<file path="src/rtl/ptrr_pkg.sv">
package ptrr_pkg;

  localparam int unsigned REQ_W    = 3;
  localparam int unsigned SID_W    = 3;
  localparam int unsigned STATUS_W = 2;
  localparam int unsigned OIDX_W   = 3;
  localparam int unsigned CNT_W    = 4;

  localparam logic [CNT_W-1:0] CNT_MAX = 4'hF;

  typedef enum logic [REQ_W-1:0] {
    REQ_ADD        = 3'd0,
    REQ_ADD_PAUSED = 3'd1,
    REQ_RESTART    = 3'd2,
    REQ_PAUSE      = 3'd3,
    REQ_RESUME     = 3'd4,
    REQ_KILL       = 3'd5,
    REQ_SCHED      = 3'd6
  } req_e;

  typedef enum logic [1:0] {
    SLOT_DEAD   = 2'd0,
    SLOT_START  = 2'd1,
    SLOT_PAUSED = 2'd2,
    SLOT_IDLE   = 2'd3
  } slot_state_e;

  typedef enum logic [STATUS_W-1:0] {
    STATUS_OK    = 2'd0,
    STATUS_FULL  = 2'd1,
    STATUS_RANGE = 2'd2
  } status_e;

  typedef enum logic [1:0] {
    CTRL_IDLE = 2'b01,
    CTRL_EXEC = 2'b10
  } ctrl_state_e;

  typedef struct packed {
    logic capture;
    logic execute;
  } ctrl_cmd_t;

  typedef struct packed {
    logic out_free;
  } dp_status_t;

endpackage

</file>
<file path="src/rtl/ptrr_if.sv">
interface ptrr_req_if import ptrr_pkg::*; ();
  logic             valid;
  logic             ready;
  logic [REQ_W-1:0] req_type;
  logic [SID_W-1:0] slot_id;

  modport source (output valid, output req_type, output slot_id, input ready);
  modport sink   (input valid, input req_type, input slot_id, output ready);
endinterface

interface ptrr_rsp_if import ptrr_pkg::*; ();
  logic                valid;
  logic                ready;
  logic [STATUS_W-1:0] status;
  logic [OIDX_W-1:0]   slot_index;
  logic                ran;
  logic                from_start;
  logic [CNT_W-1:0]    live_count;
  logic [OIDX_W-1:0]   active_slot;

  modport source (
    output valid, output status, output slot_index, output ran, output from_start,
    output live_count, output active_slot, input ready
  );
  modport sink (
    input valid, input status, input slot_index, input ran, input from_start,
    input live_count, input active_slot, output ready
  );
endinterface

</file>
<file path="src/rtl/ptrr_ctrl.sv">
module ptrr_ctrl import ptrr_pkg::*; (
  input  logic       clk_i,
  input  logic       rst_ni,
  input  logic       req_valid_i,
  output logic       req_ready_o,
  input  dp_status_t dp_status_i,
  output ctrl_cmd_t  cmd_o
);

  ctrl_state_e state_q, state_d;

  always_comb begin
    state_d     = state_q;
    req_ready_o = 1'b0;
    cmd_o       = '0;
    unique case (state_q)
      CTRL_IDLE: begin
        req_ready_o = 1'b1;
        if (req_valid_i) begin
          cmd_o.capture = 1'b1;
          state_d       = CTRL_EXEC;
        end
      end
      CTRL_EXEC: begin
        // wait until the result register is empty or being drained
        if (dp_status_i.out_free) begin
          cmd_o.execute = 1'b1;
          state_d       = CTRL_IDLE;
        end
      end
      default: state_d = CTRL_IDLE;
    endcase
  end

  always_ff @(posedge clk_i or negedge rst_ni) begin
    if (!rst_ni) begin
      state_q <= CTRL_IDLE;
    end else begin
      state_q <= state_d;
    end
  end

endmodule

</file>
<file path="src/rtl/ptrr_datapath.sv">
module ptrr_datapath import ptrr_pkg::*; #(
  parameter int unsigned SLOTS = 8
) (
  input  logic                clk_i,
  input  logic                rst_ni,
  input  ctrl_cmd_t           cmd_i,
  output dp_status_t          status_o,
  input  logic [REQ_W-1:0]    req_type_i,
  input  logic [SID_W-1:0]    slot_id_i,
  output logic                rsp_valid_o,
  input  logic                rsp_ready_i,
  output logic [STATUS_W-1:0] rsp_status_o,
  output logic [OIDX_W-1:0]   rsp_slot_index_o,
  output logic                rsp_ran_o,
  output logic                rsp_from_start_o,
  output logic [CNT_W-1:0]    rsp_live_count_o,
  output logic [OIDX_W-1:0]   rsp_active_slot_o
);

  localparam int unsigned IDX_W = (SLOTS > 1) ? $clog2(SLOTS) : 1;
  localparam int unsigned CMP_W = (IDX_W + 1 > CNT_W) ? IDX_W + 1 : CNT_W;
  localparam logic [CMP_W-1:0] SLOTS_C = CMP_W'(SLOTS);

  // slot table and scheduler state
  slot_state_e        slot_q [SLOTS];
  slot_state_e        slot_d [SLOTS];
  logic [CNT_W-1:0]   count_q, count_d;
  logic [IDX_W-1:0]   scan_q, scan_d;
  logic [OIDX_W-1:0]  last_q, last_d;

  // captured request
  req_e               req_q;
  logic [SID_W-1:0]   sid_q;

  // result register
  logic               out_valid_q;
  status_e            res_status_q, res_status_d;
  logic [OIDX_W-1:0]  res_idx_q, res_idx_d;
  logic               res_ran_q, res_ran_d;
  logic               res_fs_q, res_fs_d;
  logic [CNT_W-1:0]   res_cnt_q;
  logic [OIDX_W-1:0]  res_last_q;

  // lowest dead slot
  logic               free_found;
  logic [IDX_W-1:0]   free_idx;

  logic [CMP_W-1:0]       sid_ext;
  logic [IDX_W-1:0]       sid_idx;
  logic [CMP_W-1:0]       scan_inc;
  logic [CMP_W-1:0]       cnt_ext;
  logic [IDX_W+OIDX_W-1:0] free_wide;
  logic [IDX_W+OIDX_W-1:0] scan_wide;
  slot_state_e            cur_state;

  always_comb begin
    free_found = 1'b0;
    free_idx   = '0;
    for (int i = SLOTS - 1; i >= 0; i--) begin
      if (slot_q[i] == SLOT_DEAD) begin
        free_found = 1'b1;
        free_idx   = IDX_W'(i);
      end
    end
  end

  assign sid_ext   = CMP_W'(sid_q);
  assign sid_idx   = sid_ext[IDX_W-1:0];
  assign scan_inc  = CMP_W'(scan_q) + CMP_W'(1);
  assign cnt_ext   = CMP_W'(count_q);
  assign free_wide = {{OIDX_W{1'b0}}, free_idx};
  assign scan_wide = {{OIDX_W{1'b0}}, scan_q};
  assign cur_state = slot_q[scan_q];

  always_comb begin
    slot_d       = slot_q;
    count_d      = count_q;
    scan_d       = scan_q;
    last_d       = last_q;
    res_status_d = STATUS_OK;
    res_idx_d    = '0;
    res_ran_d    = 1'b0;
    res_fs_d     = 1'b0;
    unique case (req_q)
      REQ_ADD, REQ_ADD_PAUSED: begin
        if (free_found) begin
          slot_d[free_idx] = (req_q == REQ_ADD) ? SLOT_START : SLOT_PAUSED;
          if (count_q != CNT_MAX) begin
            count_d = count_q + CNT_W'(1);
          end
          res_idx_d = free_wide[OIDX_W-1:0];
        end else begin
          res_status_d = STATUS_FULL;
        end
      end
      REQ_RESTART, REQ_PAUSE, REQ_RESUME, REQ_KILL: begin
        if (sid_ext >= SLOTS_C) begin
          res_status_d = STATUS_RANGE;
        end else begin
          unique case (req_q)
            REQ_RESTART: slot_d[sid_idx] = SLOT_START;
            REQ_PAUSE:   slot_d[sid_idx] = SLOT_PAUSED;
            REQ_RESUME:  slot_d[sid_idx] = SLOT_IDLE;
            default: begin
              slot_d[sid_idx] = SLOT_DEAD;
              if (count_q != '0) begin
                count_d = count_q - CNT_W'(1);
              end
            end
          endcase
        end
      end
      REQ_SCHED: begin
        res_idx_d = scan_wide[OIDX_W-1:0];
        if (cur_state == SLOT_IDLE || cur_state == SLOT_START) begin
          res_ran_d      = 1'b1;
          res_fs_d       = (cur_state == SLOT_START);
          last_d         = scan_wide[OIDX_W-1:0];
          slot_d[scan_q] = SLOT_IDLE;
        end
        // pointer wraps at the live count as well as at the table end
        if (scan_inc >= cnt_ext || scan_inc >= SLOTS_C) begin
          scan_d = '0;
        end else begin
          scan_d = scan_inc[IDX_W-1:0];
        end
      end
      default: ;
    endcase
  end

  always_ff @(posedge clk_i or negedge rst_ni) begin
    if (!rst_ni) begin
      for (int i = 0; i < SLOTS; i++) begin
        slot_q[i] <= SLOT_DEAD;
      end
      count_q     <= '0;
      scan_q      <= '0;
      last_q      <= '0;
      out_valid_q <= 1'b0;
    end else begin
      if (cmd_i.execute) begin
        slot_q  <= slot_d;
        count_q <= count_d;
        scan_q  <= scan_d;
        last_q  <= last_d;
      end
      if (cmd_i.execute) begin
        out_valid_q <= 1'b1;
      end else if (rsp_ready_i) begin
        out_valid_q <= 1'b0;
      end
    end
  end

  always_ff @(posedge clk_i) begin
    if (cmd_i.capture) begin
      req_q <= req_e'(req_type_i);
      sid_q <= slot_id_i;
    end
    if (cmd_i.execute) begin
      res_status_q <= res_status_d;
      res_idx_q    <= res_idx_d;
      res_ran_q    <= res_ran_d;
      res_fs_q     <= res_fs_d;
      res_cnt_q    <= count_d;
      res_last_q   <= last_d;
    end
  end

  assign status_o.out_free = !out_valid_q || rsp_ready_i;

  assign rsp_valid_o       = out_valid_q;
  assign rsp_status_o      = res_status_q;
  assign rsp_slot_index_o  = res_idx_q;
  assign rsp_ran_o         = res_ran_q;
  assign rsp_from_start_o  = res_fs_q;
  assign rsp_live_count_o  = res_cnt_q;
  assign rsp_active_slot_o = res_last_q;

endmodule

</file>
<file path="src/rtl/process_table_round_robin_top.sv">
// round-robin task slot table
// req_i carries one request per transfer: req_type (add, add paused, restart,
// pause, resume, kill, schedule step) and slot_id for the slot commands.
// rsp_o returns exactly one result per request, in request order: status,
// allocated or examined slot, grant flags, live count and last granted slot.
// a request transfer is captured, then executed into the result register,
// which raises the result valid; the controller's capture/execute sequence
// lets a new request be accepted only after the previous one has executed;
// the free-slot search and table update finish in the execute cycle.
// the result register lets a new request be taken while a result still waits.
// if the receiver stalls, the next request is held in execute until the
// result register drains; no request is accepted beyond that one.
// reset clears all slots to dead, the live count, the scan pointer and the
// last granted slot, and empties the result register.
module process_table_round_robin_top import ptrr_pkg::*; #(
  parameter int unsigned SLOTS = 8
) (
  input  logic      clk_i,
  input  logic      rst_ni,
  ptrr_req_if.sink  req_i,
  ptrr_rsp_if.source rsp_o
);

  ctrl_cmd_t  cmd;
  dp_status_t dp_status;

  ptrr_ctrl u_ctrl (
    .clk_i       (clk_i),
    .rst_ni      (rst_ni),
    .req_valid_i (req_i.valid),
    .req_ready_o (req_i.ready),
    .dp_status_i (dp_status),
    .cmd_o       (cmd)
  );

  ptrr_datapath #(
    .SLOTS (SLOTS)
  ) u_datapath (
    .clk_i             (clk_i),
    .rst_ni            (rst_ni),
    .cmd_i             (cmd),
    .status_o          (dp_status),
    .req_type_i        (req_i.req_type),
    .slot_id_i         (req_i.slot_id),
    .rsp_valid_o       (rsp_o.valid),
    .rsp_ready_i       (rsp_o.ready),
    .rsp_status_o      (rsp_o.status),
    .rsp_slot_index_o  (rsp_o.slot_index),
    .rsp_ran_o         (rsp_o.ran),
    .rsp_from_start_o  (rsp_o.from_start),
    .rsp_live_count_o  (rsp_o.live_count),
    .rsp_active_slot_o (rsp_o.active_slot)
  );

endmodule
</file>
<file path="src/flat_wrapper.sv">
// flat-port wrapper written by rule: the top's interface ports become plain ports
module process_table_round_robin_top_flat import ptrr_pkg::*;
#(
  parameter int unsigned SLOTS = 8
)
  (clk_i, rst_ni, req_i_valid, req_i_req_type, req_i_slot_id, req_i_ready, rsp_o_valid, rsp_o_status, rsp_o_slot_index, rsp_o_ran, rsp_o_from_start, rsp_o_live_count, rsp_o_active_slot, rsp_o_ready);
  ptrr_req_if req_i_i ();
  ptrr_rsp_if rsp_o_i ();
  input  logic clk_i;
  input  logic rst_ni;
  input wire logic [$bits(req_i_i.valid)-1:0] req_i_valid;
  input wire logic [$bits(req_i_i.req_type)-1:0] req_i_req_type;
  input wire logic [$bits(req_i_i.slot_id)-1:0] req_i_slot_id;
  output wire logic [$bits(req_i_i.ready)-1:0] req_i_ready;
  output wire logic [$bits(rsp_o_i.valid)-1:0] rsp_o_valid;
  output wire logic [$bits(rsp_o_i.status)-1:0] rsp_o_status;
  output wire logic [$bits(rsp_o_i.slot_index)-1:0] rsp_o_slot_index;
  output wire logic [$bits(rsp_o_i.ran)-1:0] rsp_o_ran;
  output wire logic [$bits(rsp_o_i.from_start)-1:0] rsp_o_from_start;
  output wire logic [$bits(rsp_o_i.live_count)-1:0] rsp_o_live_count;
  output wire logic [$bits(rsp_o_i.active_slot)-1:0] rsp_o_active_slot;
  input wire logic [$bits(rsp_o_i.ready)-1:0] rsp_o_ready;
  assign req_i_i.valid = req_i_valid;
  assign req_i_i.req_type = req_i_req_type;
  assign req_i_i.slot_id = req_i_slot_id;
  assign req_i_ready = req_i_i.ready;
  assign rsp_o_valid = rsp_o_i.valid;
  assign rsp_o_status = rsp_o_i.status;
  assign rsp_o_slot_index = rsp_o_i.slot_index;
  assign rsp_o_ran = rsp_o_i.ran;
  assign rsp_o_from_start = rsp_o_i.from_start;
  assign rsp_o_live_count = rsp_o_i.live_count;
  assign rsp_o_active_slot = rsp_o_i.active_slot;
  assign rsp_o_i.ready = rsp_o_ready;
  process_table_round_robin_top #(.SLOTS(SLOTS)) u_core (.clk_i(clk_i), .rst_ni(rst_ni), .req_i(req_i_i), .rsp_o(rsp_o_i));
endmodule
</file>
<file path="config.mk">
export PLATFORM = sky130hd
export DESIGN_NAME = process_table_round_robin_top_flat
export DESIGN_NICKNAME = d
export VERILOG_FILES = /design/src/rtl/ptrr_pkg.sv /design/src/rtl/ptrr_if.sv /design/src/rtl/ptrr_ctrl.sv /design/src/rtl/ptrr_datapath.sv /design/src/rtl/process_table_round_robin_top.sv /design/src/flat_wrapper.sv
export SDC_FILE = /design/constraint.sdc
export NUM_CORES = 1
export LEC_CHECK = 0
export ABC_AREA = 1
export BUFFER_PORTS_ARGS = -buffer_cell sky130_fd_sc_hd__buf_2
export CAP_MARGIN = 20
export CORE_MARGIN = 2
export CORE_UTILIZATION = 32
export CTS_CLUSTER_SIZE = 8
export DETAILED_ROUTE_END_ITERATION = 8
export GPL_ROUTABILITY_DRIVEN = 0
export SKIP_CTS_REPAIR_TIMING = 1
export SLEW_MARGIN = 30
export SYNTH_ARGS = -nofsm -noshare
export SYNTH_HDL_FRONTEND = slang
export SYNTH_SLANG_ARGS = --single-unit
export TNS_END_PERCENT = 1
</file>
<file path="constraint.sdc">
create_clock -name clk_i -period 2.3 [get_ports clk_i]
set_input_delay 0.69 -clock clk_i [delete_from_list [all_inputs] [get_ports clk_i]]
set_output_delay 0.69 -clock clk_i [all_outputs]
set_load 0.1 [all_outputs]
</file>
==> flow_summary.rst <==
.. list-table::
   :header-rows: 1

   * - Metric
     - Value
   * - Max-cap check violation count
     - 0
   * - Post-Synthesis Cell Area
     - 3410 µm²
   * - Transition time at the pin with the least slew margin
     - 0.740 ns
   * - Top post-synthesis cells by count
     - sky130_fd_sc_hd__nand2_1, sky130_fd_sc_hd__inv_1, sky130_fd_sc_hd__nand3_1
   * - Clock edge transition at the registers on the reported setup and hold paths
     - 0.10 ns
   * - Tcrit/Tclk final
     - 91.8%
   * - Post-synth EDFFs
     - 19
   * - Maximum number of pins on one net before global-route repair
     - 30
   * - Multiplexer share of the synthesized area
     - 0%
   * - Length of the first detailed-routing pass in iterations
     - 7
   * - Power Dens Cells
     - 969 nW/µm²
   * - Final Total Pwr
     - 3.64 mW
   * - Proportion of register bits with asynchronous set or reset after synthesis
     - 60.4%
   * - Per-instance average area after synthesis
     - 6.77 µm²
   * - Routed len/inst
     - 13.9 µm
   * - Total Routed Length
     - 9250 µm
   * - Post-Synth Simple-Gate Area
     - 35.2%
   * - Final hold violation count
     - 0
   * - Clock Tree Buf Depth
     - 2
   * - Cts bufs inserted
     - 5
   * - Final non-filler cell total
     - 664
   * - Clock Root Buffer
     - sky130_fd_sc_hd__clkbuf_8
   * - Area growth from synthesis to layout
     - 10.1%
   * - Dominant combinational cell family by area after synthesis
     - simple AND/OR/NAND/NOR gates
   * - Initial core utilization
     - 33.1%
   * - Global-route wire length before repair
     - 15,100 µm
   * - DRT iter0 DRCs
     - 249
   * - Remaining antenna violation count
     - 0
   * - Chip height
     - 107 µm
   * - Final Critical Period
     - 2.11 ns
   * - Min-delay worst type
     - input port to async pin
   * - Fill count
     - 1,105
   * - Number of register bits inferred by synthesis
     - 48
   * - Routed via count divided by cell count
     - 5.13
   * - Post-synthesis share of cell area spent on xor and xnor gates
     - 0.770%
   * - Placed Instances
     - 656
   * - Setup-violating endpoint count in the final report
     - 0
   * - Maximum clock skew at final layout
     - 0.0139 ns
   * - Max VDD drop
     - 0.000299 V
   * - Die ar.
     - 11,500 µm²
   * - Number of cells produced by synthesis
     - 504
   * - Number of nets in the layout
     - 547
   * - Worst reg2reg path depth
     - 8
   * - Leakage power
     - 1.85 nW
   * - Clk Latency, worst-skew pair
     - 0.31 ns
   * - Share of the synthesized area in compound gates (AO/OA/AOI/OAI)
     - 12.2%
   * - Number of sinks handled by clock tree synthesis
     - 48
   * - Data arrival time of the worst path
     - 2.34 ns
   * - CTS HTree Levels
     - 2
   * - Core Rows
     - 37
   * - Total routing resource utilization after global routing
     - 16.7%
   * - Critical path startpoint category
     - flop
   * - Count of different cell masters after synthesis
     - 32
   * - Hold WS
     - 0.435 ns
   * - Share of Yosys cell area claimed by the top area cell type
     - 20.5%
   * - Synthesized-area fraction occupied by adder cells
     - 3.67%
   * - Library cell occupying the most area in the post-synthesis netlist
     - sky130_fd_sc_hd__dfrtp_1
   * - Initial antenna violation count
     - 0
   * - Total congestion overflow
     - 0
   * - CTS tree
     - yes
   * - Net count after synthesis
     - 524
   * - Final number of max-transition violations
     - 0
   * - Max FFs per register
     - 16
   * - Fraction of layout instances using a drive strength above 1
     - 10.6%
   * - Total Negative Setup Slacks
     - 0 ns
   * - Count of synthesis-stage warnings from yosys
     - 0
   * - IO Count
     - 26
   * - Number of global-route vias before repair
     - 3,190
   * - Register with the most flip-flops
     - u_core.u_datapath.slot_q
   * - Post-detail-place hpwl
     - 6770 µm
   * - RSZ-0062 raised after global routing
     - no
   * - Sequential area share after synthesis
     - 38.0%
   * - Element type at the critical path end
     - flop
   * - Via count of the routed design
     - 3,409
   * - Most used DFF post-synth
     - sky130_fd_sc_hd__dfrtp_1
   * - Crit Path Category
     - flop to flop
   * - CP Data Required Time
     - 2.53 ns
   * - Maximum fanout count along the critical path
     - 12
   * - Maximum achievable frequency
     - 0.474 GHz
   * - Count of buffers from port buffering
     - 24
   * - Tightest slew margin relative to the limit
     - 50.7%
   * - Biggest area contributors in the synthesized netlist
     - sky130_fd_sc_hd__dfrtp_1, sky130_fd_sc_hd__nand2_1, sky130_fd_sc_hd__edfxtp_1
   * - Die Span X
     - 107 µm
   * - Most repeated cell in the gate-level netlist after synthesis
     - sky130_fd_sc_hd__nand2_1
   * - Area of the placeable core
     - 10,300 µm²
   * - DRC violation count after routing
     - 0
   * - Outcome
     - finished, final reports clean
   * - Antenna diode count
     - 0
==> where the power goes <==
group          internal [mW]  switching (mW)  total, mW  leakage, nW
logic                  0.553            1.21       1.76         1.25
clock network          0.245           0.301      0.546       0.0445
registers               1.07           0.264       1.34        0.562
total                   1.87            1.77       3.64         1.85
==> cells by family after synthesis <==
logic type,count (synthesis)
buf+inv,81
other cells,1
flops,48
fa+ha+maj,10
simple gates,282
xor+xnor,3
compound gates,79
==> worst paths after layout <==
| kind | start | to | slack, ns |
|---|---|---|---|
| setup / recovery | u_core.u_datapath.scan_q[0]$_DFFE_PN0P_ | u_core.u_datapath.scan_q[2]$_DFFE_PN0P_ | 0.19 |
| hold / removal | rst_ni | u_core.u_datapath.cnt_ext[2]$_DFFE_PN0P_ | 0.44 |
| setup reg to reg | u_core.u_datapath.scan_q[0]$_DFFE_PN0P_ | u_core.u_datapath.scan_q[2]$_DFFE_PN0P_ | 0.19 |
| hold reg to reg | u_core.u_datapath.last_q[2]$_DFFE_PN0P_ | u_core.u_datapath.last_q[2]$_DFFE_PN0P_ | 0.50 |
| max in group asynchronous | rst_ni | u_core.u_datapath.slot_q[12]$_DFFE_PN0P_ | 1.39 |
| min in group clk_i | u_core.u_datapath.last_q[2]$_DFFE_PN0P_ | u_core.u_datapath.last_q[2]$_DFFE_PN0P_ | 0.50 |
==> metrics by stage <==
| stage | worst slack, ns | utilization [%] | area (µm²) |
|---|---|---|---|
| 6_report | 0.189 | 36.4 | 3760 |
| 5_1_grt | 0.0211 | 36.4 | 3760 |
| 4_1_cts | 0.222 | 36.4 | 3760 |
| 3_5_place_dp | 0.261 | 35.5 | 3660 |
| 3_3_place_gp | 0.287 | 35.5 | 3660 |
| 2_1_floorplan | 0.271 | - | 3410 |
==> cell usage in the layout, fill, tap and decap left out, types with 2 or more instances in the layout <==
cell type	synthesis	final
sky130_fd_sc_hd__a21oi_1	53	53
sky130_fd_sc_hd__buf_2	3	24
sky130_fd_sc_hd__buf_4	2	6
sky130_fd_sc_hd__clkbuf_8	0	6
sky130_fd_sc_hd__clkinv_1	2	2
sky130_fd_sc_hd__dfrtp_1	28	28
sky130_fd_sc_hd__edfxtp_1	19	19
sky130_fd_sc_hd__ha_1	10	10
sky130_fd_sc_hd__inv_1	60	60
sky130_fd_sc_hd__inv_2	3	3
sky130_fd_sc_hd__inv_4	2	2
sky130_fd_sc_hd__nand2_1	167	167
sky130_fd_sc_hd__nand2_2	8	8
sky130_fd_sc_hd__nand2_4	2	2
sky130_fd_sc_hd__nand3_1	59	59
sky130_fd_sc_hd__nand4_1	8	8
sky130_fd_sc_hd__nor2_1	31	30
sky130_fd_sc_hd__nor2_2	2	3
sky130_fd_sc_hd__nor3_1	4	4
sky130_fd_sc_hd__o211ai_1	2	2
sky130_fd_sc_hd__o21ai_0	14	14
sky130_fd_sc_hd__o22ai_1	6	6
sky130_fd_sc_hd__xor2_1	2	2
==> layout make-up <==
class	instances	area (µm²)	share of cell area [%]
clock inverter	1	7.51	0.200
sequential	48	1300	34.5
tap	136	170	4.53
clock buffer	7	86.3	2.30
inverter	67	256	6.82
multi-input combinational	375	1780	47.2
timing repair buffer	30	165	4.39
==> worst max-delay path, cell delays in order (launching register included) <==
cell and delay, ns:
sky130_fd_sc_hd__dfrtp_1 0.64, sky130_fd_sc_hd__nand3_1 0.29, sky130_fd_sc_hd__inv_1 0.17, sky130_fd_sc_hd__ha_1 0.27, sky130_fd_sc_hd__a21oi_1 0.15, sky130_fd_sc_hd__o211ai_1 0.13
sky130_fd_sc_hd__nor3_1 0.21, sky130_fd_sc_hd__nand3_1 0.10, sky130_fd_sc_hd__o21ai_0 0.08
==> per-layer routing <==
metal	global-route usage, %	wire length (µm)	up-vias	share of wire, %
met1	21.7	4140	1574	45
met2	28.2	4340	130	47
met3	2.30	584	21	6.3
li1	-	-	1684	-
met5	0	0	-	0
met4	5.94	192	0	2.1
No activity file was read; power rests on OpenSTA's default activity.
